==> config.mk <==
export PLATFORM = sky130hd
export DESIGN_NAME = qpm_queue
export DESIGN_NICKNAME = d
export VERILOG_FILES = /design/src/rtl/core/qpm_pkg.sv /design/src/rtl/core/qpm_queue.sv
export SDC_FILE = /design/constraint.sdc
export NUM_CORES = 1
export LEC_CHECK = 0
export BUFFER_PORTS_ARGS = -buffer_cell sky130_fd_sc_hd__buf_4
export CAP_MARGIN = 10
export CORE_ASPECT_RATIO = 1.2
export CORE_MARGIN = 2
export CORE_UTILIZATION = 55
export DETAILED_ROUTE_END_ITERATION = 12
export GPL_ROUTABILITY_DRIVEN = 0
export PLACE_DENSITY_LB_ADDON = 0.05
export SYNTH_ARGS = -nofsm -noshare
export SYNTH_HDL_FRONTEND = slang
export SYNTH_SLANG_ARGS = --single-unit
==> constraint.sdc <==
create_clock -name aclk -period 5.2 [get_ports aclk]
set_input_delay 0.26 -clock aclk [delete_from_list [all_inputs] [get_ports aclk]]
set_output_delay 0.26 -clock aclk [all_outputs]
set_load 0.005 [all_outputs]
==> src/rtl/core/qpm_pkg.sv <==
`timescale 1ns / 1ps

package qpm_pkg;

    localparam int FRC_W   = 32;   // motor force, signed Q16.16
    localparam int K_W     = 32;   // half inverse lever, unsigned Q16.16
    localparam int COEF_W  = 24;   // inverse thrust coefficient
    localparam int SPEED_W = 27;   // motor speed, unsigned Q19.8
    localparam int RAD_W   = 56;   // radicand, force magnitude times coefficient
    localparam int ROOT_W  = RAD_W / 2;
    localparam int REM_W   = ROOT_W + 3;
    localparam int SUM_W   = 51;   // nominal plus scaled torque before clamping
    localparam int PROD_W  = 65;   // signed torque times unsigned k
    localparam int NMOT    = 4;
    localparam int IDX_W   = 2;

    localparam logic [IDX_W-1:0] REG_HALF_INV_LEVER = 2'd0;
    localparam logic [IDX_W-1:0] REG_INV_THRUST_COEF = 2'd1;

    localparam logic [K_W-1:0]    K_RESET    = 32'd655360;
    localparam logic [COEF_W-1:0] COEF_RESET = 24'd2083333;

    // One mixed command as it leaves the front end
    typedef struct packed {
        logic [NMOT-1:0][FRC_W-1:0] frc;
    } mix_t;

    typedef struct packed {
        logic [REM_W-1:0]  rem;
        logic [ROOT_W-1:0] root;
    } root_st_t;

    function automatic logic [FRC_W-1:0] sat32(input logic signed [SUM_W-1:0] v);
        logic signed [SUM_W-1:0] hi;
        logic signed [SUM_W-1:0] lo;
        hi = SUM_W'(64'sd2147483647);
        lo = -SUM_W'(64'sd2147483648);
        if (v > hi) begin
            sat32 = 32'h7fff_ffff;
        end else if (v < lo) begin
            sat32 = 32'h8000_0000;
        end else begin
            sat32 = v[FRC_W-1:0];
        end
    endfunction

    // One restoring square-root digit: bring down two radicand bits
    function automatic root_st_t root_step(input root_st_t cur, input logic [1:0] bits);
        logic [REM_W-1:0] r;
        logic [REM_W-1:0] t;
        root_st_t nxt;
        r = {cur.rem[REM_W-3:0], bits};
        t = {1'b0, cur.root, 2'b01};
        if (r >= t) begin
            nxt.rem  = r - t;
            nxt.root = {cur.root[ROOT_W-2:0], 1'b1};
        end else begin
            nxt.rem  = r;
            nxt.root = {cur.root[ROOT_W-2:0], 1'b0};
        end
        return nxt;
    endfunction

endpackage

==> src/rtl/core/qpm_queue.sv <==
`timescale 1ns / 1ps

module qpm_queue #(
    parameter int DEPTH = 4
) (
    input  logic          aclk,
    input  logic          aresetn,
    input  logic          push,
    input  qpm_pkg::mix_t push_data,
    output logic          full,
    input  logic          pop,
    output logic          not_empty,
    output qpm_pkg::mix_t pop_data
);

    localparam int PW = (DEPTH > 1) ? $clog2(DEPTH) : 1;
    localparam int CW = $clog2(DEPTH + 1);

    qpm_pkg::mix_t   mem [DEPTH];
    logic [PW-1:0]   wr_ptr_reg, rd_ptr_reg;
    logic [CW-1:0]   cnt_reg;

    assign full      = (cnt_reg == CW'(DEPTH));
    assign not_empty = (cnt_reg != '0);
    assign pop_data  = mem[rd_ptr_reg];

    always_ff @(posedge aclk) begin
        if (push) begin
            mem[wr_ptr_reg] <= push_data;
        end
    end

    always_ff @(posedge aclk) begin
        if (!aresetn) begin
            wr_ptr_reg <= '0;
            rd_ptr_reg <= '0;
            cnt_reg    <= '0;
        end else begin
            if (push) begin
                wr_ptr_reg <= (wr_ptr_reg == PW'(DEPTH - 1)) ? '0 : wr_ptr_reg + 1'b1;
            end
            if (pop) begin
                rd_ptr_reg <= (rd_ptr_reg == PW'(DEPTH - 1)) ? '0 : rd_ptr_reg + 1'b1;
            end
            if (push && !pop) begin
                cnt_reg <= cnt_reg + 1'b1;
            end else if (pop && !push) begin
                cnt_reg <= cnt_reg - 1'b1;
            end
        end
    end

endmodule

======== Word level (Yosys, flattened, before mapping) ========
Memory sizes are Yosys's and may differ from the RTL's. A register that Yosys moved wholly into a read port is not among the register bits.
Index checks and enable logic that the tools add are counted.
storage, ports and cells
  flip-flop bits (word level) ............. 7
  input bits .............................. 132
  word-level logic and storage cells ...... 25
  memories kept ........................... 1
  memory bits (writable) .................. 512
  output and inout port bits .............. 130
cells by class
  reduce and logical (&&, ||, !) cells .... 6
  $add $sub $neg .......................... 4
  equality and inequality tests ........... 3
  multiplexer cells ....................... 8
memories
  name  words  width  read ports  clocked after memory_dff  wr ports  RTL line         source
  mem   4      128    1           1                         1         qpm_queue.sv:19  qpm_pkg::mix_t mem [DEPTH];
operator list
  cell                 count
  $mux 2               4
  $mux 3               2
  $add 2x1->2 const B  2
  $eq 2x2->1 const B   2
  $add 3x1->3 const B  1
  $eq 3x3->1 const B   1
  $reduce_bool 3->1    1
  $sub 3x1->3 const B  1
  $logic_and 1x1->1    2
  $logic_not 1->1      2
  $mux 1               2
  $reduce_bool 2->1    1

======== Depth between registers and ports, before layout ========
  depth after elaboration ................. 4
  gate-level depth with buffers ........... 7
  mapped depth without buffers ............ 7

======== Worst setup path after synthesis ========
No wires, ideal clock.
  path kind ............................... register to register
  start ................................... reg wr_ptr_reg[0]
  end ..................................... mem mem[3][0] in the netlist's numbering, enable pin
  buffers on the path ..................... 0
  data arrival time ....................... 3.481 ns
  clock period less this slack ............ 3.983 ns
  slack ................................... 1.217 ns
  required time ........................... 4.698 ns
  stages on the path, launching flop included .. 3
  library setup time ...................... 0.502 ns
  path through ............................ dfxtp_1 ha_1 and2_1
RTL lines
  element                   RTL line         source
  start: declaration        qpm_queue.sv:20  logic [PW-1:0] wr_ptr_reg, rd_ptr_reg;
  start signal: assignment  qpm_queue.sv:40  wr_ptr_reg <= (wr_ptr_reg == PW'(DEPTH - 1)) ? '0 : wr_ptr_reg + 1'b1;
  end: declaration          qpm_queue.sv:19
Straight into the memory's write port.

==> metrics <==
Max Clock Freq 0.316 GHz; setup tns final 0 ps; largest net degree at the start of global routing 80; Hold WC Path Type in2reg; Net Count, Synth 851; Setup crit end kind primary output; share of the synthesized area in the top cell type 80.8%; Total GRT Usage 20.5%; share of layout cells above drive strength 1 40.2%; Post-Synth Simple-Gate Area 0.480%; critical path, cell by cell buf_4 > mux4_2 > buf_4; PostCTS Resize Cnt 0; Worst Tran Pin Value 1010 ps; FILL cells 2128; period utilisation layout 60.9%; WP data required 4940 ps; Routed Antenna Nets 0; Num CTS Buffers 48; largest family of logic cells by synthesized area multiplexers; Tot Pwr 9.16 mW; FF-to-FF Start wr_ptr_reg[0]; worst-path maximum fanout 42; Syn. warnings 0; Post-Layout Cell Count 1630; fraction of the mapped netlist area in adder cells 0.500%; reg2reg path depth 3; CTS tree yes; Max IR drop VDD 0.302 mV; Hold Startpoint push; most used cell, CP buf_4; top cell type by total area after synthesis edfxtp_1; core area 34100 um2; initial antenna violation count 3; Fin Hold WS 54.2 ps; port buffer count 261; slowest CP cell dfxtp_4; Top Family by Delay on Critical Path flip-flops; skew final 8.71 ps; # DRC 0; CP max stage delay 910 ps; Critical Setup Path Class reg2out; Detailed Place HPWL 21.2 mm; register area share after synthesis 81.7%; Synth Area in Compound Gates 0.105%; routed vias/inst 5.46; Final Critical Period 3170 ps; DR iter-0 viols 591; Die Area 36100 um2; Final #Nets 1275; CP endpoint pop_data[84]; global-route wire length before repair 56.1 mm; maximum capacitance violations 0; RSZ-0062 raised after global routing no; Syn Inst Count 712; Max Root-Sink Buffers 3; CTS root buf clkbuf_16; PwrDens 378 nW/um2; Leakage 8.22 nW; Synth cell types 22; drt wl/cell 22.5 um; Post-Syn Area 19000 um2; Synth-to-Final Area Change 27.1%; grt ovf 0; H-tree level count 2; vias in the first global route 9905; Worst-path clk slew 60 ps; syn_area_per_cell 26.7 um2; synth top area cells edfxtp_1, mux4_2, buf_12; fraction of synthesized area in multiplexers 15.4%; Levels on crit path 3; Relative slew margins 32.6%; Placement Rows 74; vias 8902; outcome finished, final reports clean; startpoint types flop; setup violators final 0; Hold Vio Cnt, Final 0; I/O pin count 262; worst r2r dst mem[1][0]; starting density of the core 55.9%; worst path bufs/invs 2; Synth Area in XOR/XNOR 0.0920%; design area 24200 um2; Worst-Skew Late Latency 560 ps; CTS Sinks 521; R2R setup slack 2760 ps; CP Data Arrival Time 2910 ps; Seq cells post-synth 521; First-pass DRT Iterations 5; Die H 208 um; Chip Width 174 um; dpl cell area 21400 um2; Largest register FFs 512; Placed Cells 1413; Final Max Slew Viols 0; Detailed Route WL 36.6 mm
-- layout make-up --
class	instances	area [um2]	share of cell area [%]
flip-flops and latches	521	15600	64.3
repair buffers	402	3370	13.9
multi-input cells	159	3160	13.0
clock buffers	56	1250	5.18
well taps	456	571	2.36
clock inverters	29	263	1.09
inverters	4	15.0	0.0621
diodes	3	7.51	0.0310
-- what timing repair did --
item                                    in CTS  in global routing
setup buffers                                0                  0
endpoints found under the hold margin      519                  0
endpoints found under the setup margin       0                  0
hold buffers                               129                  0
-- layer usage --
layer / global-route usage [%] / up-vias / share of wire (%)
met3: 4.10 / 51 / 5.6
met4: 6.11 / 0 / 2.0
met1: 27.0 / 4656 / 40
met5: 0 / - / 0
li1: - / 3932 / -
met2: 35.2 / 263 / 52
-- cell usage after synthesis --
| master | instances |
|---|---|
| nor2_1 | 1 |
| fa_1 | 1 |
| inv_1 | 4 |
| or3_1 | 2 |
| xnor2_1 | 1 |
| o21ai_0 | 1 |
| a21boi_0 | 1 |
| nor3_1 | 1 |
| o21a_1 | 1 |
| nor3b_1 | 1 |
| edfxtp_1 | 512 |
| mux2i_1 | 4 |
| ha_1 | 6 |
| nor2b_1 | 5 |
| xor2_1 | 1 |
| mux4_2 | 128 |
| buf_2 | 13 |
| buf_6 | 4 |
| buf_12 | 10 |
| and2_1 | 5 |
| dfxtp_1 | 9 |
| clkbuf_1 | 1 |
-- worst reg2reg max path, stage by stage, from the launching register on --
cell	delay, ps
dfxtp_1	400
ha_1	190
and2_4	800
buf_4	670
-- cells by family (layout without fill, tap and decap cells) --
group           count (synthesis)  count (layout)
fa+ha+maj                       7               7
xor+xnor                        2               2
compound gates                  3               3
other cells                     0               3
buf+inv                        32             491
mux                           132             132
flops                         521             521
simple gates                   15              15
-- power by group --
group	switching, mW	internal (mW)	leakage, nW	total (mW)
Combinational	0.378	0.497	2.70	0.876
Sequential	0.0683	4.81	4.78	4.88
Clock	1.44	1.96	0.741	3.40
Total	1.88	7.27	8.22	9.16
-- placed cells by master (no fill, tap or decap), types with 4 or more instances in the layout --
master	Yosys	final
dfxtp_1	9	7
mux4_2	128	128
nor2b_1	5	5
clkbuf_16	0	49
bufinv_16	0	5
ha_1	6	6
and2_4	0	4
clkbuf_1	1	7
edfxtp_1	512	512
clkinv_2	0	7
clkinv_1	0	14
mux2i_1	4	4
dlygate4sd3_1	0	129
buf_4	0	271
inv_1	4	4
-- how the worst min path moves through the flow --
| stage | endpoint | cells after the start | slack [ps] |
|---|---|---|---|
| finish | wr_ptr_reg[1] | 3 | 50 |
| global route | flop | 3 | 50 |
| CTS | flop | 3 | 20 |
| detailed placement | mem[3][5] | 1 | 460 |
| global placement | mem[3][127] | 1 | 460 |
| floorplan | mem[0][0] | 0 | 360 |
-- through the flow --
step	utilization (%)	setup slack, ps
floorplan	-	1220
global placement	62.7	2530
detailed placement	62.7	2510
CTS	71.0	1890
global route	71.0	1750
finish	71.0	2030
No activity file was read; power rests on OpenSTA's default activity.
